[config.mk]
export PLATFORM = sky130hd
export DESIGN_NAME = phcft_conn_cell
export DESIGN_NICKNAME = d
export VERILOG_FILES = /design/src/phcft_pkg.sv /design/src/phcft_conn_cell.sv
export SDC_FILE = /design/constraint.sdc
export NUM_CORES = 1
export LEC_CHECK = 0
export ABC_AREA = 1
export BUFFER_PORTS_ARGS = -buffer_cell sky130_fd_sc_hd__buf_2
export CELL_PAD_IN_SITES_DETAIL_PLACEMENT = 1
export CELL_PAD_IN_SITES_GLOBAL_PLACEMENT = 2
export CORE_AREA = 2 2 332 334
export DETAILED_ROUTE_END_ITERATION = 10
export DIE_AREA = 0 0 334 336
export GPL_TIMING_DRIVEN = 0
export PLACE_DENSITY_LB_ADDON = 0.1
export SYNTH_ARGS = -nofsm -noshare
export SYNTH_HDL_FRONTEND = slang
export SYNTH_SLANG_ARGS = --single-unit
[constraint.sdc]
create_clock -name clk -period 2.2 [get_ports clk]
set_input_delay 0.33 -clock clk [delete_from_list [all_inputs] [get_ports clk]]
set_output_delay 0.33 -clock clk [all_outputs]
set_load 0.02 [all_outputs]
[src/phcft_pkg.sv]
package phcft_pkg;

	localparam int MaxHosts = 64;
	localparam int MaxConns = 256;
	localparam int HostIdxW = $clog2(MaxHosts);
	localparam int ConnIdxW = $clog2(MaxConns);
	localparam int HostCntW = $clog2(MaxHosts + 1);
	localparam int ConnCntW = $clog2(MaxConns + 1);

	localparam logic [7:0] ProtoIcmp = 8'd1;
	localparam logic [7:0] ProtoTcp = 8'd6;
	localparam logic [7:0] ProtoUdp = 8'd17;
	localparam logic [1:0] StatusReset = 2'd3;

	localparam logic [0:0] CfgLocalAddr = 1'b0;
	localparam logic [0:0] CfgFinsToClose = 1'b1;
	localparam int CfgIdxW = 1;

	localparam logic [47:0] BytesMax = {48{1'b1}};
	localparam logic [31:0] PktsMax = {32{1'b1}};

	// Search key sent down the host chain.
	typedef struct packed {
		logic [31:0] remote;
	} host_probe_t;

	// Search key sent down the connection chain.
	typedef struct packed {
		logic [HostIdxW-1:0] host;
		logic [7:0] proto;
		logic [15:0] key;
		logic [1:0] fins_to_close;
	} conn_probe_t;

	// One stored connection record.
	typedef struct packed {
		logic [HostIdxW-1:0] host;
		logic [7:0] proto;
		logic [15:0] key;
		logic [1:0] status;
		logic [31:0] first;
		logic [31:0] last;
		logic [47:0] bytes_in;
		logic [47:0] bytes_out;
		logic [31:0] pkts_in;
		logic [31:0] pkts_out;
	} conn_rec_t;

	typedef struct packed {
		logic [31:0] src_addr;
		logic [31:0] dst_addr;
		logic [7:0] ip_protocol;
		logic [15:0] total_length;
		logic [15:0] src_port;
		logic [15:0] dst_port;
		logic [7:0] icmp_type;
		logic fin_flag;
		logic rst_flag;
		logic [31:0] timestamp;
	} req_t;

	typedef struct packed {
		logic [5:0] host_index;
		logic [7:0] conn_index;
		logic new_host;
		logic new_conn;
		logic dropped;
		logic [1:0] conn_state;
		logic [47:0] in_bytes;
		logic [47:0] out_bytes;
		logic [31:0] in_packets;
		logic [31:0] out_packets;
		logic [31:0] first_seen;
	} rsp_t;

endpackage

[src/phcft_conn_cell.sv]
// One connection slot. It matches the probe and carries the first hit on.
module phcft_conn_cell (
	input logic clk,
	input logic arst_n,
	input logic [phcft_pkg::ConnIdxW-1:0] slot,
	input logic used,
	input logic wr_en,
	input phcft_pkg::conn_rec_t wr_rec,
	input logic go_in,
	input phcft_pkg::conn_probe_t probe_in,
	input logic hit_in,
	input logic [phcft_pkg::ConnIdxW-1:0] idx_in,
	input phcft_pkg::conn_rec_t rec_in,
	output logic go_out,
	output phcft_pkg::conn_probe_t probe_out,
	output logic hit_out,
	output logic [phcft_pkg::ConnIdxW-1:0] idx_out,
	output phcft_pkg::conn_rec_t rec_out
);
	phcft_pkg::conn_rec_t rec_q;
	logic match;
	logic key_ok;

	always_ff @(posedge clk) begin
		if (wr_en) rec_q <= wr_rec;
	end

	// Protocol specific match rule.
	always_comb begin
		key_ok = 1'b1;
		if (probe_in.proto == phcft_pkg::ProtoTcp) begin
			key_ok = (rec_q.key == probe_in.key) &&
				(rec_q.status != probe_in.fins_to_close) &&
				(rec_q.status != phcft_pkg::StatusReset);
		end else if (probe_in.proto == phcft_pkg::ProtoUdp ||
				probe_in.proto == phcft_pkg::ProtoIcmp) begin
			key_ok = (rec_q.key == probe_in.key);
		end
	end

	assign match = used && !hit_in && (rec_q.host == probe_in.host) &&
		(rec_q.proto == probe_in.proto) && key_ok;

	always_ff @(posedge clk or negedge arst_n) begin
		if (!arst_n) begin
			go_out <= 1'b0;
		end else begin
			go_out <= go_in;
		end
	end

	always_ff @(posedge clk) begin
		probe_out <= probe_in;
		hit_out <= hit_in | match;
		idx_out <= match ? slot : idx_in;
		rec_out <= match ? rec_q : rec_in;
	end
endmodule

Word-level counts from Yosys, hierarchy flattened
Cells that the tools add are included.
{"block": "totals", "mem_count": 0, "rom_bits": 0, "latchBits": 0, "ramBits": 0, "ff_bits": 554}
{"block": "classes", "reduce_logical": 8, "div_mod_pow": 0, "order_cmp": 0, "shifts": 0, "multipliers": 0, "n_eq_ne": 8, "bitwise": 1, "addsub": 0, "muxes": 4}
{"cell": "256-bit 2-to-1 mux", "count": 1}
{"cell": "16-bit equality test", "count": 1}
{"cell": "8-bit by 1-bit equality test with 1-bit output (second input constant)", "count": 1}
{"cell": "8-bit by 3-bit equality test with 1-bit output (second input constant)", "count": 1}
{"cell": "8-bit by 5-bit equality test with 1-bit output (second input constant)", "count": 1}
{"cell": "8-bit equality test", "count": 1}
{"cell": "8-bit 2-to-1 mux", "count": 1}
{"cell": "6-bit equality test", "count": 1}
{"cell": "1-bit logical AND", "count": 6}
{"cell": "1-bit 2-to-1 mux", "count": 2}
{"cell": "2-bit != test", "count": 1}
{"cell": "2-bit != test (second input constant)", "count": 1}
{"cell": "1-bit zero test", "count": 1}
{"cell": "1-bit logical OR", "count": 1}
{"cell": "1-bit OR", "count": 1}

Longest topological paths before layout
Gate-level depths: netlist (run 1).
{"block": "depth", "word_depth": 6, "mapped_depth": 15, "ltp_nobuf": 13}

Worst setup path after synthesis (run 1)
Ideal clock, no wire load.
{"block": "synth_timing", "path_type": "register to register", "startpoint": "register rec_q[254] (netlist bit)", "endpoint": "register rec_out[100] (netlist bit)", "slack_ns": 0.611, "t_required_ns": 2.088, "period_less_slack_ns": 1.589, "arrival_ns": 1.477, "stages_incl_launch_ff": 11, "path_cell_list": "edfxtp_1 > xnor2_1 > nand2_1 > nor3_1 > nand2_1 > nor2_2 > nand2_1 > buf_4 > buf_2 > nand2_1 > nand2_1"}
{"block": "synth_between", "elab_chain_len": 5}
{"element": "from (decl)", "line_no": "phcft_conn_cell.sv:20", "source": "phcft_pkg::conn_rec_t rec_q;"}
{"element": "from (signal assigned)", "line_no": "phcft_conn_cell.sv:25", "source": "if (wr_en) rec_q <= wr_rec;"}
{"element": "6-bit equality test", "line_no": "phcft_conn_cell.sv:41", "source": "assign match = used && !hit_in && (rec_q.host == probe_in.host) &&"}
{"element": "1-bit logical AND (2 in series)", "line_no": "phcft_conn_cell.sv:41"}
{"element": "1-bit logical AND", "line_no": "phcft_conn_cell.sv:42", "source": "(rec_q.proto == probe_in.proto) && key_ok;"}
{"element": "256-bit 2-to-1 mux", "line_no": "phcft_conn_cell.sv:56", "source": "rec_out <= match ? rec_q : rec_in;"}
{"element": "to (signal assigned)", "line_no": "phcft_conn_cell.sv:56"}
{"element": "to (decl)", "line_no": "phcft_conn_cell.sv:18", "source": "output phcft_pkg::conn_rec_t rec_out"}
Every way passes these cells.
A chain may end at the register's enable or synchronous reset.

Final worst setup path (run 1)
{"block": "layout_timing", "startpoint": "register rec_q[252] (netlist bit)", "endpoint": "register rec_out[223] (netlist bit)"}
Same word-level chain as after synthesis.

==> results of run 1 <==
[Yosys cell counts, types with 2 or more instances]
master | instances | area share (%)
o22ai_1 | 3 | 0.10
edfxtp_1 | 256 | 42
dfxtp_1 | 297 | 33
nor3_1 | 6 | 0.17
nand2_1 | 587 | 12
nand3_1 | 266 | 7.3
xnor2_1 | 4 | 0.19
nor2_1 | 27 | 0.56
o21ai_0 | 2 | 0.055
inv_1 | 39 | 0.81
buf_4 | 7 | 0.29
buf_6 | 15 | 0.93
buf_2 | 64 | 1.8
nand4_1 | 2 | 0.069
[cell type report]
type                    instances  area share, %
clock buffers                 111          6.468
plain buffers                  87          2.589
diodes                         11        0.08390
clock inverters                26         0.8123
inverters                      39         0.4462
well taps                    1414          5.392
multi-input cells             902          11.77
flip-flops and latches        554          41.63
repair buffers               1438          30.81
[cells in the final DEF, fill, tap and decap left out, types with 5 or more instances in the layout]
cell type      instances
buf_12                 8
buf_2                874
buf_4                 26
buf_6                 33
clkbuf_1              25
clkbuf_16             75
clkbuf_4              15
clkbuf_8              11
clkinv_2              11
dfxtp_1              297
diode_2               11
dlygate4sd3_1        564
edfxtp_1             256
inv_1                 39
nand2_1              579
nand2_2                6
nand3_1              265
nor2_1                21
nor2_2                 5
nor3_1                 5
[flip-flops by register name, indices dropped and copies added (netlist names)]
name	flops
probe_out	32
hit_out	1
rec_q	256
idx_out	8
rec_out	256
go_out	1
[kinds of logic (layout without fill, tap and decap cells)]
kind of cell | count (synthesis) | count (layout) | synth area share [%]
and+or+nand+nor | 890 | 890 | 20.36
DFF | 554 | 554 | 75.33
buffers and inverters | 126 | 1701 | 3.816
AOI/OAI and AO/OA | 7 | 7 | 0.2485
xor gates and xnor gates | 5 | 5 | 0.2415
other | 0 | 11 | 0
[power by group through the flow]
stage	sequential, mW	combinational (mW)	clock [mW]
after CTS	11.7	2.73	12.6
after floorplan	12.2	0.283	0
after global routing	11.8	2.92	12.9
after detailed placement	11.9	1.82	0
after global placement	12.0	1.79	0
final	11.7	2.69	12.0
[metrics by stage]
step                std cells  total power [mW]  area (µm²)  hold slack [ns]  setup slack (ns)
floorplan                1582             12.53       18130          0.03441            0.6111
global placement         3859             13.75       24220           0.1042            -3.907
detailed placement       3861             13.74       24280           0.1057           -0.5874
CTS                      4564             26.99       32530           0.2410          -0.03563
global route             4579             27.61       32800           0.2613          -0.02674
finish                   4582             26.39       32810           0.2387            0.1469
[per-layer routing]
layer	global-route usage, %	vias up
li1	-	8324
met1	16.33	8140
met2	28.65	572
met3	5.461	157
met4	6.067	22
met5	0	-
[final timing paths]
check                               endpoint  slack, ns
worst max register to register  rec_out[223]       0.15
worst min register to register   rec_out[66]       0.46
worst min-delay path                rec_q[2]       0.24
max in group asynchronous             go_out       1.56
worst max-delay path            rec_out[223]       0.15
min in group asynchronous             go_out       0.54
[repair_timing]
item,in CTS,in global routing
buffers inserted,2,7
pin swaps,2,1
gates resized for setup,64,60
endpoints found under the setup margin,264,261
hold endpoints to repair,555,0
hold buffers,564,0
==> results.py, run 1 <==
metrics = {
    "status": {
        "status": "complete, no violations",
    },
    "worst_setup_path": {
        "crit_chain": "inv_1 > o22ai_1 > nor3_1 > nand2_1 > nor2_4 > buf_12 > buf_8 > buf_2 > nand3_1 > nand2_1",
        "rr_worst_depth": 10,
        "startpoint": "rec_q[252]",
        "critPathKind": "flip-flop to flip-flop",
        "cp_slowest_cell": "edfxtp_1",
        "path_max_fanout": 10,
        "critPathBufInv": 4,
        "max_stage_delay_ns": 0.41,
        "cpMostUsedCell": "nand2_1",
        "end_kind": "flip-flop",
        "cp.depth": 10,
        "cp-start-kind": "flip-flop",
        "worst-endpoint-arrival_ns": 2.60,
        "critical_path.top_delay_family": "buffers and inverters",
        "worstReg2RegStart": "rec_q[252]",
        "required_ns": 2.75,
    },
    "floorplanning": {
        "io_pins": 864,
        "die_x_um": 334,
        "core_area_um2": 108400,
        "fp.dieArea_um2": 112200,
        "rows": 121,
        "die_y_um": 336,
        "start_util_pct": 16.73,
    },
    "power": {
        "power.internal_mw": 20.03,
        "seqPwrFrac_pct": 44.3,
        "p_per_area_nw_per_um2": 804.3,
        "p_sw_mw": 6.359,
        "power.share.clock_pct": 45.5,
        "vdd_drop_max_mv": 0.5297,
        "cellLeakagePower_nw": 15.20,
        "power_frac_comb_pct": 10.2,
        "netSwitchingFraction_pct": 24.10,
    },
    "synth": {
        "synth_edf_count": 256,
        "ys_seq_area_share_pct": 75.33,
        "syn_inst": 1582,
        "synth-async-reset-ratio_pct": 0.1805,
        "synth.cell_area_um2": 18130,
        "synth.avg_cell_area_um2": 11.46,
        "synth_nets": 2148,
        "yosysWarnings": 0,
        "ys_types": 21,
        "ys.flop_type": "dfxtp_1",
        "ys_ff_latch": 554,
    },
    "cts": {
        "clock_path_buffers": 3,
        "cts_made_buffers": 74,
        "cts_tree": "built",
        "cts.sinks": 554,
        "htreeDepth": 3,
        "path_clk_slew_ns": 0.06,
        "clock_latency_ns": 0.64,
        "cts_root_buf": "clkbuf_16",
    },
    "min_path": {
        "hp-class": "input port to flip-flop",
        "worstHoldPathCells": 1,
        "worstHoldStart": "wr_en",
    },
    "detailed_routing": {
        "final_antenna_net_count": 0,
        "viasPerCell": 3.757,
        "wl_um": 90040,
        "met2_length_um": 46630,
        "drc": 0,
        "wirelength_met1_um": 33190,
        "dr.first_iter.drc_count": 481,
        "wl_met3_um": 6932,
        "wire_per_inst_um": 19.65,
        "highest_layer": "met5",
        "drt_pass1_iterations": 4,
        "vias": 17215,
    },
    "flow_run": {
        "cap_violations": 0,
    },
    "place": {
        "routabilityCongestion": 0.7920,
        "dp_hpwl_um": 68340,
        "port_buffers": 863,
    },
    "timing": {
        "grt_setup_unrepaired": "yes",
        "fmaxAchievable_mhz": 487.1,
        "finalSetupTns_ns": 0,
        "hold_violations": 0,
        "worst_slew_pin_slew_ns": 0.8755,
        "relSlewSlack_pct": 41.63,
        "setup_violations": 0,
        "slew_viol_final": 0,
        "skew_ns": 0.02660,
        "period_share_pct": 93.32,
        "post-route-min-period_ns": 2.053,
    },
    "global_route": {
        "antenna_found_initial": 24,
        "grt_pass1_vias": 19203,
        "grt-ovfl-total": 0,
        "grt_pass1_wl_um": 127700,
        "grt_util_all_layers_pct": 15.64,
        "grt_max_degree": 92,
    },
    "cells_and_area": {
        "drive_gt1_share_pct": 34.46,
        "finalNetCount": 3662,
        "multi_input_area_um2": 3861,
        "n_fill_cell": 12403,
        "final_util_pct": 30.27,
        "areaGrowthSynthToFinish_pct": 80.97,
        "register_area_um2": 13660,
    },
}
No activity file was read; power rests on OpenSTA's default activity.
==> run 2, diff against run 1 <==
--- a/config.mk
+++ b/config.mk
@@ -7,13 +7,15 @@
 export LEC_CHECK = 0
 export ABC_AREA = 1
 export BUFFER_PORTS_ARGS = -buffer_cell sky130_fd_sc_hd__buf_2
+export CAP_MARGIN = 10
 export CELL_PAD_IN_SITES_DETAIL_PLACEMENT = 1
 export CELL_PAD_IN_SITES_GLOBAL_PLACEMENT = 2
 export CORE_AREA = 2 2 332 334
 export DETAILED_ROUTE_END_ITERATION = 10
 export DIE_AREA = 0 0 334 336
 export GPL_TIMING_DRIVEN = 0
-export PLACE_DENSITY_LB_ADDON = 0.1
+export PLACE_DENSITY = 0.56
+export RECOVER_POWER = 100
 export SYNTH_ARGS = -nofsm -noshare
 export SYNTH_HDL_FRONTEND = slang
 export SYNTH_SLANG_ARGS = --single-unit
==> results.py, run 2 (synthesis gave the netlist of run 1 again) <==
metrics = {
    "power": {
        "seqPwrFrac_pct": 44.5,
        "power.share.clock_pct": 45.8,
        "netSwitchingFraction_pct": 23.97,
        "cellLeakagePower_nw": 14.20,
        "power.total_mw": 26.36,
        "p_per_area_nw_per_um2": 815.8,
        "vdd_drop_max_mv": 0.4123,
        "power_frac_comb_pct": 9.7,
        "power.internal_mw": 20.04,
        "p_sw_mw": 6.319,
    },
    "global_route": {
        "grt_max_degree": 99,
        "grt_pass1_vias": 19485,
        "grt-ovfl-total": 0,
        "antenna_found_initial": 15,
        "grt_util_all_layers_pct": 15.16,
        "grt_pass1_wl_um": 125700,
    },
    "worst_setup_path": {
        "cp_slowest_cell": "buf_2",
        "cp-start-kind": "input port",
        "cp.depth": 2,
        "max_stage_delay_ns": 1.31,
        "critPathKind": "input port to flip-flop",
        "required_ns": 2.44,
        "critical_path.top_delay_family": "buffers and inverters",
        "end_kind": "flip-flop",
        "path_max_fanout": 98,
        "rr_worst_depth": 11,
        "critPathBufInv": 2,
        "worst-endpoint-arrival_ns": 2.38,
        "crit_chain": "buf_2 > buf_12",
    },
    "min_path": {
        "hp-class": "input port to flip-flop",
        "worstHoldPathCells": 2,
    },
    "timing": {
        "skew_ns": 0.02483,
        "fmaxAchievable_mhz": 466.7,
        "grt_setup_unrepaired": "yes",
        "relSlewSlack_pct": -27.19,
        "worst_slew_pin_slew_ns": 1.908,
        "hold_violations": 0,
        "setup_violations": 0,
        "period_share_pct": 97.40,
        "fin_ws_ns": 0.05726,
        "holdWs_ns": 0.3694,
        "finalSetupTns_ns": 0,
        "post-route-min-period_ns": 2.143,
        "slew_viol_final": 69,
    },
    "floorplanning": {
        "rows": 121,
        "start_util_pct": 16.73,
        "io_pins": 864,
        "fp.dieArea_um2": 112200,
        "core_area_um2": 108400,
        "die_x_um": 334,
        "die_y_um": 336,
    },
    "place": {
        "dp_hpwl_um": 65110,
        "dp_slack_ns": -1.040,
        "port_buffers": 863,
        "routabilityCongestion": 0.8304,
    },
    "cts": {
        "cts_made_buffers": 71,
        "clock_latency_ns": 0.63,
        "cts_tree": "built",
        "clock_path_buffers": 3,
        "path_clk_slew_ns": 0.06,
        "cts_root_buf": "clkbuf_16",
        "htreeDepth": 3,
        "cts.sinks": 554,
    },
    "cells_and_area": {
        "finalNetCount": 3651,
        "most-common-layout-cells": "nand2_1, dlygate4sd3_1, buf_2",
        "top_regs": "rec_out (256), rec_q (256), probe_out (32)",
        "final_common_cell": "nand2_1",
        "drive_gt1_share_pct": 23.64,
        "areaGrowthSynthToFinish_pct": 78.25,
    },
    "detailed_routing": {
        "vias": 17363,
        "drc": 0,
        "final_antenna_net_count": 0,
        "wire_per_inst_um": 19.11,
        "drt_pass1_iterations": 4,
        "wl_um": 87320,
        "dr.first_iter.drc_count": 622,
        "viasPerCell": 3.799,
    },
    "flow_run": {
        "cap_violations": 1,
    },
    "status": {
        "status": "finished with violations",
        "violations": "capacitance limit, slew limit",
    },
}
## run 2: cell count changes in the layout (fill, tap and decap cells not counted), moves of 4 or more
| cell | before | now |
|---|---|---|
| nor2_1 | 21 | 25 |
| clkbuf_1 | 25 | 359 |
| clkinv_1 | 4 | 0 |
| clkbuf_8 | 11 | 19 |
| clkinv_2 | 11 | 6 |
| buf_2 | 874 | 528 |
| buf_12 | 8 | 4 |
## run 2: cell type report
cell class	count	area (µm²)
Buffer	87	808.3
Inverter	39	146.4
Fill cell	12564	76080
Multi-Input combinational cell	902	3877
Timing Repair Buffer	1430	9600
Tap cell	1414	1769
Clock buffer	112	2163
Clock inverter	19	261.5
Antenna cell	13	32.53
Sequential cell	554	13660
## run 2: path summary, 6_finish.rpt
path	slack, ns	end	start
worst max-delay path	0.06	rec_q[96]	wr_en
worst min-delay path	0.37	go_out	go_in
worst max register to register	0.06	rec_out[197]	rec_q[244]
worst min register to register	0.46	rec_out[33]	rec_q[33]
max in group asynchronous	1.54	go_out	arst_n
min in group asynchronous	0.56	go_out	arst_n
## run 2: metal layers
metal  track usage (%)  up-vias  share of wire [%]
met3             4.268      157                6.4
met5                 0        -              0.069
met4             5.271        8                2.9
met2             27.37      613                 51
met1             17.02     8301                 39
li1                  -     8284                  -
## run 2: repair_timing
item	in CTS	in global routing
hold endpoints to repair	555	0
pin swaps	1	2
hold buffers	564	0
endpoints found under the setup margin	265	263
resized for setup	54	79
buffers inserted	1	0
## run 2: power by group through the flow
| stage | Combinational, mW | Sequential [mW] | Clock (mW) |
|---|---|---|---|
| floorplan | 0.283 | 12.2 | 0 |
| global placement | 1.76 | 12.0 | 0 |
| detailed placement | 1.79 | 11.9 | 0 |
| CTS | 2.67 | 11.7 | 12.5 |
| global route | 2.77 | 11.8 | 12.9 |
| finish | 2.55 | 11.7 | 12.1 |
## run 2: metrics by stage
step | utilization, % | cell area (µm²) | cells
floorplan | - | 18130 | 1582
global placement | 22.34 | 24220 | 3859
detailed placement | 22.40 | 24280 | 3861
CTS | 30.03 | 32560 | 4557
global route | 29.79 | 32300 | 4562
finish | 29.81 | 32320 | 4570
