<file path="src/phcft_pkg.sv">
package phcft_pkg;

	localparam int MaxHosts = 64;
	localparam int MaxConns = 256;
	localparam int HostIdxW = $clog2(MaxHosts);
	localparam int ConnIdxW = $clog2(MaxConns);
	localparam int HostCntW = $clog2(MaxHosts + 1);
	localparam int ConnCntW = $clog2(MaxConns + 1);

	localparam logic [7:0] ProtoIcmp = 8'd1;
	localparam logic [7:0] ProtoTcp = 8'd6;
	localparam logic [7:0] ProtoUdp = 8'd17;
	localparam logic [1:0] StatusReset = 2'd3;

	localparam logic [0:0] CfgLocalAddr = 1'b0;
	localparam logic [0:0] CfgFinsToClose = 1'b1;
	localparam int CfgIdxW = 1;

	localparam logic [47:0] BytesMax = {48{1'b1}};
	localparam logic [31:0] PktsMax = {32{1'b1}};

	// Search key sent down the host chain.
	typedef struct packed {
		logic [31:0] remote;
	} host_probe_t;

	// Search key sent down the connection chain.
	typedef struct packed {
		logic [HostIdxW-1:0] host;
		logic [7:0] proto;
		logic [15:0] key;
		logic [1:0] fins_to_close;
	} conn_probe_t;

	// One stored connection record.
	typedef struct packed {
		logic [HostIdxW-1:0] host;
		logic [7:0] proto;
		logic [15:0] key;
		logic [1:0] status;
		logic [31:0] first;
		logic [31:0] last;
		logic [47:0] bytes_in;
		logic [47:0] bytes_out;
		logic [31:0] pkts_in;
		logic [31:0] pkts_out;
	} conn_rec_t;

	typedef struct packed {
		logic [31:0] src_addr;
		logic [31:0] dst_addr;
		logic [7:0] ip_protocol;
		logic [15:0] total_length;
		logic [15:0] src_port;
		logic [15:0] dst_port;
		logic [7:0] icmp_type;
		logic fin_flag;
		logic rst_flag;
		logic [31:0] timestamp;
	} req_t;

	typedef struct packed {
		logic [5:0] host_index;
		logic [7:0] conn_index;
		logic new_host;
		logic new_conn;
		logic dropped;
		logic [1:0] conn_state;
		logic [47:0] in_bytes;
		logic [47:0] out_bytes;
		logic [31:0] in_packets;
		logic [31:0] out_packets;
		logic [31:0] first_seen;
	} rsp_t;

endpackage

</file>
<file path="src/phcft_host_cell.sv">
// One host slot. The probe and a hit flag pass through it each cycle.
module phcft_host_cell (
	input logic clk,
	input logic arst_n,
	input logic [phcft_pkg::HostIdxW-1:0] slot,
	input logic used,
	input logic wr_en,
	input logic [31:0] wr_addr,
	input logic go_in,
	input phcft_pkg::host_probe_t probe_in,
	input logic hit_in,
	input logic [phcft_pkg::HostIdxW-1:0] idx_in,
	output logic go_out,
	output phcft_pkg::host_probe_t probe_out,
	output logic hit_out,
	output logic [phcft_pkg::HostIdxW-1:0] idx_out
);
	logic [31:0] addr_q;
	logic match;

	// Stored address.
	always_ff @(posedge clk) begin
		if (wr_en) addr_q <= wr_addr;
	end

	assign match = used && !hit_in && (addr_q == probe_in.remote);

	// Hand the probe on to the next slot.
	always_ff @(posedge clk or negedge arst_n) begin
		if (!arst_n) begin
			go_out <= 1'b0;
		end else begin
			go_out <= go_in;
		end
	end

	always_ff @(posedge clk) begin
		probe_out <= probe_in;
		hit_out <= hit_in | match;
		idx_out <= match ? slot : idx_in;
	end
endmodule

</file>
<file path="config.mk">
export PLATFORM = sky130hd
export DESIGN_NAME = phcft_host_cell
export DESIGN_NICKNAME = d
export VERILOG_FILES = /design/src/phcft_pkg.sv /design/src/phcft_host_cell.sv
export SDC_FILE = /design/constraint.sdc
export NUM_CORES = 1
export LEC_CHECK = 0
export ABC_AREA = 1
export BUFFER_PORTS_ARGS = -buffer_cell sky130_fd_sc_hd__buf_2
export CAP_MARGIN = 10
export CORE_MARGIN = 8
export CORE_UTILIZATION = 30
export DETAILED_ROUTE_END_ITERATION = 8
export SLEW_MARGIN = 15
export SYNTH_ARGS = -nofsm -noshare
export SYNTH_HDL_FRONTEND = slang
export SYNTH_SLANG_ARGS = --single-unit
</file>
<file path="constraint.sdc">
create_clock -name clk -period 2.65 [get_ports clk]
set_input_delay 0 -clock clk [delete_from_list [all_inputs] [get_ports clk]]
set_output_delay 0 -clock clk [all_outputs]
set_load 0.05 [all_outputs]
</file>
# Yosys cells after proc, flatten, opt, wreduce, memory -nomap -nowiden
# Cells that the tools add are included.
# word_totals
register_bits	72
output_inout_bits	40
elab_cells	11
# classes
n_eq_ne	1
mux	1
bitwise_logic	1
n_reduce_logical	3
# ops
op	n
$eq 32x32->1	1
$mux 6	1
$logic_and 1x1->1	2
$logic_not 1->1	1
$or 1x1->1	1

# Longest topological paths before layout
# Gate-level depths: netlist of run 1.
# depth
depth_word	4
ltp_mapped	11

# Worst setup path before layout of run 1
# OpenSTA, ideal clock, no wires.
# synth_path
kind	reg2reg
from	register addr_q[22]
to	register idx_out[0] in the netlist's numbering
arrival_time_ps	1090
path_slack_ps	1448
path_stages_with_launch	9
cell_sequence	edfxtp_1 xnor2_1 nand2_1 nor2_1 nand2_1 nor2_4 nand3_4 nand2_1 nand2_1
# synth_between
elab_chain_len	3
# synth_lines
element	line	rtl
start, declared	phcft_host_cell.sv:18	logic [31:0] addr_q;
start signal, assigned	phcft_host_cell.sv:23	if (wr_en) addr_q <= wr_addr;
$eq 32x32->1	phcft_host_cell.sv:26	assign match = used && !hit_in && (addr_q == probe_in.remote);
$logic_and 1x1->1	phcft_host_cell.sv:26	
$mux 6	phcft_host_cell.sv:40	idx_out <= match ? slot : idx_in;
end signal, assigned	phcft_host_cell.sv:40	
end, declared	phcft_host_cell.sv:16	output logic [phcft_pkg::HostIdxW-1:0] idx_out
# Every way passes these cells.
# A chain may end at the register's enable or synchronous reset.

# Worst setup path after layout of run 1
# layout_path
from	register addr_q[24]
to	register idx_out[5] in the netlist's numbering
# Same word-level chain as after synthesis.

==> flow_summary.json, run 1 <==
{
  "status": "finished, final reports clean",
  "cpMostUsedCell": "nand2_1",
  "routed-wl-met2_um": 3860,
  "cp-end-kind": "register",
  "finalMaxSlewViolations": 0,
  "drive_gt1_frac": 0.303,
  "layout_min_cycle_time_ns": 2.01,
  "die_area_um2": 11700,
  "ctsResizeCount": 0,
  "syn-instance-count": 259,
  "power_switching_uw": 681,
  "remaining_drc_errors": 0,
  "antenna_left": 0,
  "synth-seq-cells": 72,
  "period_share": 0.759,
  "critPathLaunchType": "register",
  "yosys.area_share.simple": 0.203,
  "synth_fa_ha_area_frac": 0,
  "power_leakage_nw": 2.17,
  "min_path_type": "input pin to register",
  "grt_overflow": 0,
  "arrival_ns": 2.24,
  "die-width_um": 108,
  "synth_nets": 341,
  "clkTransAtPathRegs_ns": 0.08,
  "hpwl_um": 5100,
  "rows": 33,
  "ff2ff_path_depth": 11,
  "critPathMaxFanout": 7,
  "synth_edf_count": 32,
  "seq_area_frac_synth": 0.690,
  "seqPwrFrac": 0.478,
  "nets": 553,
  "worstPathRequired_ns": 2.87,
  "cts.sinks": 72,
  "htree_levels": 3,
  "clk_path_buf_depth": 2,
  "async_reset_ff_frac": 0.0139,
  "port_buffers": 121,
  "num-fill-cells": 747,
  "fmax_mhz": 497,
  "grt_pass1_vias": 2457,
  "r2r-end": "idx_out[5]$_DFF_P_",
  "gp_congestion": 0.682,
  "antenna_found_initial": 0,
  "grt_max_degree": 33,
  "syn_avg_cell_area_um2": 9.88,
  "wirelength_um": 7340,
  "n_antenna_cell": 0,
  "area_growth_pct": 68.7,
  "p_int_mw": 1.95,
  "slew_headroom": 0.480,
  "hold_violations": 0,
  "slowest_delay_ns": 0.55,
  "numCtsBuffers": 9,
  "drv_cap": 0,
  "grt_pass1_wl_um": 11400,
  "wl_met1_um": 2870,
  "power_frac_comb": 0.163,
  "met3WireLength_um": 556,
  "cts_tree": "built",
  "setup_violations": 0,
  "synthFlopType": "dfxtp_1",
  "ys_types": 16,
  "top_layer": "met4",
  "start_util": 0.310,
  "crit_chain": "inv_1 -> nand2_1 -> nand2_1 -> nand2_1 -> nor2_1 -> nand2_1 -> nor2_4 -> nand3_4 -> nand2_1 -> nand2_1 -> dlygate4sd3_1",
  "routedWlPerCell_um": 12.6,
  "die_h_um": 108,
  "power.total_mw": 2.63,
  "synth_compound_area_frac": 0.0117,
  "synth_xor_area_frac": 0.0205,
  "skew_ns": 0.00573,
  "power_frac_clock": 0.359,
  "reg2reg_from": "addr_q[24]$_DFFE_PP_",
  "setup.worst_path.end": "idx_out[5]$_DFF_P_",
  "cts_setup_buffers": 0,
  "gr-usage-all-layers": 0.128,
  "crit_start": "addr_q[24]$_DFFE_PP_",
  "avgViaCountPerCell": 3.91,
  "ff2ff_setup_slack_ns": 0.64,
  "power.density_nw_per_um2": 610,
  "setup_tns_ns": 0,
  "io_pins": 122,
  "slowest_stage": "dlygate4sd3_1",
  "core_area_um2": 8260,
  "insertion_delay_ns": 0.34,
  "synth_top_family_by_area": "simple AND/OR/NAND/NOR gates",
  "rsz0062_at_grt": "false",
  "synth_mux_area_frac": 0,
  "yosysWarnings": 0,
  "syn_area_um2": 2560,
  "peakVddDrop_uv": 306,
  "num_vias": 2274,
  "first_iter_violations": 48,
  "root_buffer": "clkbuf_8",
  "critical_path_class": "register to register",
  "first_pass_iters": 4,
  "swShare": 0.259,
  "worstMarginPinSlew_ns": 0.781
}
-- cell usage after synthesis, types with 2 or more instances --
library cell	number	area (µm²)
or2_2	2	12.5
edfxtp_1	32	961
o22ai_1	4	25.0
nand3_1	8	40.0
xnor2_1	6	52.6
nor2_4	2	22.5
nand2_1	89	334
inv_1	50	188
dfxtp_1	39	781
nor2_1	21	78.8
-- per-stage QoR --
stage	instances	util	setup WS (ns)	cell area, µm²	hold WS [ns]
finish	581	0.523	0.638	4320	0.284
CTS	581	0.523	0.659	4320	0.265
detailed placement	485	0.399	1.22	3300	-0.221
global route	581	0.523	0.479	4320	0.285
global placement	485	0.399	1.28	3300	-0.225
floorplan	259	-	1.45	2560	-0.296
-- area by class of cell --
cell class / count / area, µm² / area share
repair buffers: 201 / 1410 / 0.326
clock inverters: 7 / 96.3 / 0.0223
clock buffers: 9 / 124 / 0.0287
well taps: 105 / 131 / 0.0304
inverters: 51 / 191 / 0.0443
multi-input cells: 136 / 602 / 0.139
flip-flops and latches: 72 / 1770 / 0.409
-- power by group through the flow --
stage                     registers (mW)  clock network, mW  logic, mW
after floorplan                     1.40                  0     0.0888
after global placement              1.28                  0      0.333
after global routing                1.27               1.03      0.467
final                               1.26              0.945      0.428
after CTS                           1.26              0.986      0.431
after detailed placement            1.28                  0      0.339
-- per-layer routing --
| metal | vias up | GRT usage |
|---|---|---|
| met3 | 5 | 0.0512 |
| met1 | 994 | 0.136 |
| met5 | - | 0 |
| met2 | 68 | 0.224 |
| met4 | 0 | 0.0450 |
| li1 | 1207 | - |
-- cells in the final DEF (no fill, tap or decap) --
cell type,synthesis,final
dfrtp_1,1,1
clkinv_4,0,3
bufinv_16,0,2
inv_2,1,1
or2_2,2,2
clkbuf_8,0,9
nand3_1,8,8
nand2_1,89,89
nand3b_1,1,1
nand3_4,1,1
xnor2_1,6,6
dlygate4sd3_1,0,80
edfxtp_1,32,32
dfxtp_1,39,39
buf_2,0,121
nor2_2,1,1
inv_1,50,50
o22ai_1,4,4
clkinv_2,0,2
nor2_4,2,2
o21ai_0,1,1
nor2_1,21,21
-- sequential cells by signal (all words and copies together), names as in the netlist --
register and cells:
addr_q 32, probe_out 32, idx_out 6, go_out 1, hit_out 1
-- critical path, delay by kind of cell (launching register included) --
family / cells / cell delay [ns]
simple gates: 9 / 0.88
buf+inv: 2 / 0.61
flops: 1 / 0.39
-- logic make-up after synthesis --
| family | after synthesis |
|---|---|
| AND/OR/NAND/NOR | 125 |
| flip-flops | 72 |
| buffers and inverters | 51 |
| XOR/XNOR | 6 |
| AO/OA/AOI/OAI | 5 |
-- how the worst min path moves through the flow --
stage,from,to,slack [ns],depth (start not counted)
floorplan,arst_n,go_out$_DFF_PN0_,-0.30,0
global placement,arst_n,go_out$_DFF_PN0_,-0.23,1
detailed placement,arst_n,go_out$_DFF_PN0_,-0.22,1
CTS,used,hit_out$_DFF_P_,0.27,9
global route,probe_in[23],probe_out[23]$_DFF_P_,0.29,2
finish,used,hit_out$_DFF_P_,0.28,9
-- timing repair --
item	4_1_cts	5_1_grt
hold endpoints to repair	73	0
setup endpoints to repair	0	0
hold buffers	80	0
Power figures use the tool's default switching activity.
==> inputs of run 2 (changes only) <==
- clock period: 2.65 -> 1.9 ns (I/O delays scaled with it)
==> run 2 against run 1 <==
  * Critical path depth decreased by 1
  * Clock power up 23%
  * Sequential share of layout area rose by 0.32 points
  * Final cell count did not move
  * Clock skew about the same
  * Utilization shrank 0.41 points
  * First-iteration DRC count increased by 6.3%
  * Hold slack worse by 0.035 ns
  * Global-route usage is 0.46 points lower
  * Via count is 1.5% higher
==> flow_summary.json, run 2 (same netlist as run 1, synthesis figures left out) <==
{
  "status": "finished, final reports clean",
  "io_pins": 122,
  "peakVddDrop_uv": 449,
  "critPathMaxFanout": 7,
  "period_share": 0.764,
  "n_antenna_cell": 0,
  "gr-usage-all-layers": 0.123,
  "stdcell_area_um2": 4280,
  "first_iter_violations": 51,
  "critical_path_class": "register to register",
  "grt_pass1_vias": 2444,
  "drive_gt1_frac": 0.298,
  "power_leakage_nw": 2.14,
  "port_buffers": 121,
  "hpwl_um": 5070,
  "cts-hold-fix-buffers": 80,
  "final_cell_mix": "buf_2 (121), nand2_1 (89), dlygate4sd3_1 (80), inv_1 (50), dfxtp_1 (39)",
  "reg2reg_from": "addr_q[12]$_DFFE_PP_",
  "whs_endpoint": "idx_out[1]$_DFF_P_",
  "cpMostUsedCell": "nand2_1",
  "crit_chain": "inv_1 -> nand2_1 -> nand2_1 -> nand2_1 -> nor2_1 -> nand2_1 -> nor2_4 -> nand3_4 -> nand2_1 -> nand2_1",
  "dpl_cell_area_um2": 3300,
  "grt_max_degree": 33,
  "nets": 553,
  "critPathTopFamily": "simple AND/OR/NAND/NOR gates",
  "clkTransAtPathRegs_ns": 0.07,
  "critPathBufInv": 1,
  "antenna_found_initial": 0,
  "routedWlPerCell_um": 12.4,
  "critPathLaunchType": "register",
  "ctsResizeCount": 0,
  "layout_min_cycle_time_ns": 1.45,
  "numCtsBuffers": 9,
  "root_buffer": "clkbuf_8",
  "cp-end-kind": "register",
  "gp_congestion": 0.681,
  "rsz0062_at_grt": "false",
  "area_growth_pct": 67.4,
  "slowest_stage": "edfxtp_1",
  "layout_commonest_cell": "buf_2",
  "die-width_um": 108,
  "min_path_type": "input pin to register",
  "worstMarginPinSlew_ns": 0.789,
  "r2r-end": "idx_out[3]$_DFF_P_",
  "antenna_left": 0,
  "wirelength_um": 7190,
  "worstHoldStart": "used",
  "hold_violations": 0,
  "ff2ff_path_depth": 10,
  "first_pass_iters": 4,
  "setup_tns_ns": 0,
  "ff2ff_setup_slack_ns": 0.45,
  "worstPathRequired_ns": 2.14,
  "reg_top3": "addr_q x32, probe_out x32, idx_out x6",
  "drv_cap": 0,
  "cts_tree": "built",
  "holdPathStages": 9,
  "skew_ns": 0.00586,
  "start_util": 0.310,
  "core_area_um2": 8260,
  "avgViaCountPerCell": 3.97,
  "clk_path_buf_depth": 2,
  "grt_pass1_wl_um": 11000,
  "power.total_mw": 3.51,
  "power.density_nw_per_um2": 819,
  "htree_levels": 3,
  "post-route-util": 0.519,
  "remaining_drc_errors": 0,
  "rows": 33,
  "die_h_um": 108,
  "cts_setup_buffers": 0,
  "grt_overflow": 0,
  "setup_violations": 0,
  "cts.sinks": 72,
  "die_area_um2": 11700,
  "slew_headroom": 0.474,
  "slowest_delay_ns": 0.39,
  "fmax_mhz": 689,
  "arrival_ns": 1.69,
  "finalMaxSlewViolations": 0,
  "num_vias": 2308,
  "insertion_delay_ns": 0.34
}
run 2: changes by cell type in the layout (fill, tap and decap cells not counted), sizes merged:
cell,delta
bufinv,-1
clkinvlp,+2
clkinv,-1
run 2: tightest hold or removal path, stage by stage:
cell,delay [ns]
buf_2,0.09
nand2_1,0.05
nor2_1,0.04
nand2_1,0.06
nor2_1,0.03
nand2_1,0.09
nor2_4,0.07
nand3_1,0.08
nand2_1,0.05
run 2: metal layers:
| layer | track usage | vias to the layer above | wire length [µm] |
|---|---|---|---|
| li1 | - | 1207 | - |
| met1 | 0.124 | 1017 | 2810 |
| met2 | 0.222 | 71 | 3740 |
| met3 | 0.0410 | 13 | 502 |
| met4 | 0.0635 | 0 | 137 |
| met5 | 0 | - | 0 |
run 2: worst max-delay path by stage:
stage	from	endpoint	slack, ns	cells past startpoint
3_3_place_gp	addr_q[12]$_DFFE_PP_	idx_out[0]$_DFF_P_	0.52	10
4_1_cts	addr_q[12]$_DFFE_PP_	idx_out[3]$_DFF_P_	0.43	10
6_report	addr_q[12]$_DFFE_PP_	idx_out[3]$_DFF_P_	0.45	10
2_1_floorplan	addr_q[22]$_DFFE_PP_	idx_out[0]$_DFF_P_	0.70	8
3_5_place_dp	addr_q[12]$_DFFE_PP_	idx_out[3]$_DFF_P_	0.44	10
5_1_grt	addr_q[12]$_DFFE_PP_	idx_out[5]$_DFF_P_	0.31	10
run 2: layout make-up:
class | count | area [µm²]
sequential | 72 | 1770
inverter | 51 | 191
multi-input combinational | 136 | 602
fill | 775 | 3970
tap | 105 | 131
timing repair buffer | 201 | 1410
clock inverter | 7 | 62.6
clock buffer | 9 | 124
run 2: where the power goes:
group          internal [mW]  switching [mW]  total [mW]
registers               1.72          0.0322        1.76
clock network          0.592           0.564        1.16
logic                  0.257           0.339       0.596
total                   2.57           0.936        3.51
run 2: through the flow:
step	hold slack, ns	cells	worst slack (ns)
after detailed placement	-0.225	485	0.441
after floorplan	-0.296	259	0.698
after CTS	0.236	581	0.428
after global routing	0.300	581	0.309
after global placement	-0.225	485	0.522
final	0.249	581	0.448
==> inputs of run 3 (changes only) <==
- clock period: 1.9 -> 1.5 ns (I/O delays scaled with it)
==> run 3 against run 2 <==
  * Maximum frequency up 4.5%
  * First-iteration DRC count up 27%
  * Clock power up 59%
  * Routed wire length up 2.8%
  * Register-to-register slack worse by 0.34 ns
  * Global-route usage up 0.33 points
  * Largest cell class unchanged
==> flow_summary.json, run 3 (same netlist as run 1, synthesis figures left out) <==
{
  "period_share": 0.926,
  "clkTransAtPathRegs_ns": 0.08,
  "worstPathRequired_ns": 1.75,
  "grt_overflow": 0,
  "area_growth_pct": 71.4,
  "core_area_um2": 8260,
  "final_cell_mix": "buf_2 (121), nand2_1 (85), dlygate4sd3_1 (80), inv_1 (50), dfxtp_1 (39)",
  "arrival_ns": 1.64,
  "port_buffers": 121,
  "dpl_cell_area_um2": 3320,
  "peakVddDrop_uv": 651,
  "fmax_mhz": 720,
  "finalMaxSlewViolations": 0,
  "grt_pass1_vias": 2529,
  "die_area_um2": 11700,
  "start_util": 0.310,
  "nets": 555,
  "power_leakage_nw": 2.19,
  "grt_pass1_wl_um": 11400,
  "critPathLaunchType": "register",
  "wirelength_um": 7390,
  "die-width_um": 108,
  "insertion_delay_ns": 0.35,
  "drive_gt1_frac": 0.320,
  "slew_headroom": 0.750,
  "layout_commonest_cell": "buf_2",
  "numCtsBuffers": 9,
  "cp-end-kind": "register",
  "io_pins": 122,
  "reg_top3": "addr_q x32, probe_out x32, idx_out x6",
  "rows": 33,
  "cts.sinks": 72,
  "antenna_left": 0,
  "critical_path_class": "register to register",
  "gr-usage-all-layers": 0.127,
  "hold_violations": 0,
  "die_h_um": 108,
  "power.density_nw_per_um2": 1100,
  "root_buffer": "clkbuf_8",
  "layout_min_cycle_time_ns": 1.39,
  "antenna_found_initial": 0,
  "gp_congestion": 0.684,
  "critPathMaxFanout": 7,
  "num_vias": 2281,
  "routedWlPerCell_um": 12.7,
  "cts_tree": "built",
  "worstMarginPinSlew_ns": 0.375,
  "remaining_drc_errors": 0,
  "htree_levels": 3,
  "grt_max_degree": 21,
  "first_pass_iters": 7,
  "hpwl_um": 5100,
  "min_path_type": "input pin to register",
  "first_iter_violations": 65,
  "drv_cap": 0,
  "status": "finished, final reports clean",
  "avgViaCountPerCell": 3.91,
  "clk_path_buf_depth": 2,
  "rsz0062_at_grt": "false",
  "setup_violations": 0,
  "holdWs_ns": 0.0884,
  "stdcell_area_um2": 4390,
  "skew_ns": 0.00552,
  "n_antenna_cell": 0,
  "setup_tns_ns": 0
}
-- run 3: cell count changes in the layout (fill, tap and decap cells not counted), sizes merged --
cell,change
clkinv,-1
bufinv,+2
buf,+2
clkinvlp,-1
-- run 3: worst max-delay path, cell delays in order, from the launching register on --
cell	delay (ns)
edfxtp_1	0.39
xnor2_1	0.14
nand2_1	0.08
nor2_2	0.15
nand2_2	0.08
nor2_4	0.16
nand3_4	0.14
nand2_2	0.11
nand2_2	0.04
-- run 3: stage by stage --
step,worst slack [ns],total power [mW],instances,util
after floorplan,0.298,2.62,259,-
after global placement,0.156,2.86,487,0.403
after detailed placement,0.117,2.87,487,0.403
after CTS,0.109,4.92,583,0.529
after global routing,0.00421,5.06,583,0.531
final,0.111,4.85,583,0.531
-- run 3: timing repair --
item / in CTS / in global routing
resized for setup: 0 / 8
endpoints found under the setup margin: 0 / 6
endpoints found under the hold margin: 73 / 0
hold buffers: 80 / 0
setup buffers: 0 / 0
-- run 3: worst paths after layout --
path / endpoint / start / slack (ns) / depth (start not counted)
setup / recovery: idx_out[3]$_DFF_P_ / addr_q[0]$_DFFE_PP_ / 0.11 / 8
hold / removal: addr_q[0]$_DFFE_PP_ / wr_en / 0.09 / 1
setup reg to reg: idx_out[3]$_DFF_P_ / addr_q[0]$_DFFE_PP_ / 0.11 / 8
hold reg to reg: idx_out[4]$_DFF_P_ / addr_q[25]$_DFFE_PP_ / 0.75 / 5
max in group asynchronous: go_out$_DFF_PN0_ / arst_n / 0.93 / 3
min in group asynchronous: go_out$_DFF_PN0_ / arst_n / 0.47 / 3
-- run 3: where the power goes --
| group | internal, mW | switching [mW] |
|---|---|---|
| clock network | 1.11 | 0.746 |
| logic | 0.333 | 0.437 |
| registers | 2.18 | 0.0422 |
-- run 3: cell type report --
type	instances	area [µm²]
Inverter	51	191
Tap cell	105	131
Sequential cell	72	1770
Multi-Input combinational cell	136	619
Clock buffer	9	124
Clock inverter	7	120
Fill cell	730	3870
Timing Repair Buffer	203	1430
-- run 3: layer usage --
layer	wire (µm)	up-vias	GRT usage
li1	-	1212	-
met1	2900	989	0.127
met2	3880	71	0.230
met3	516	9	0.0416
met4	89	0	0.0626
met5	0	-	0
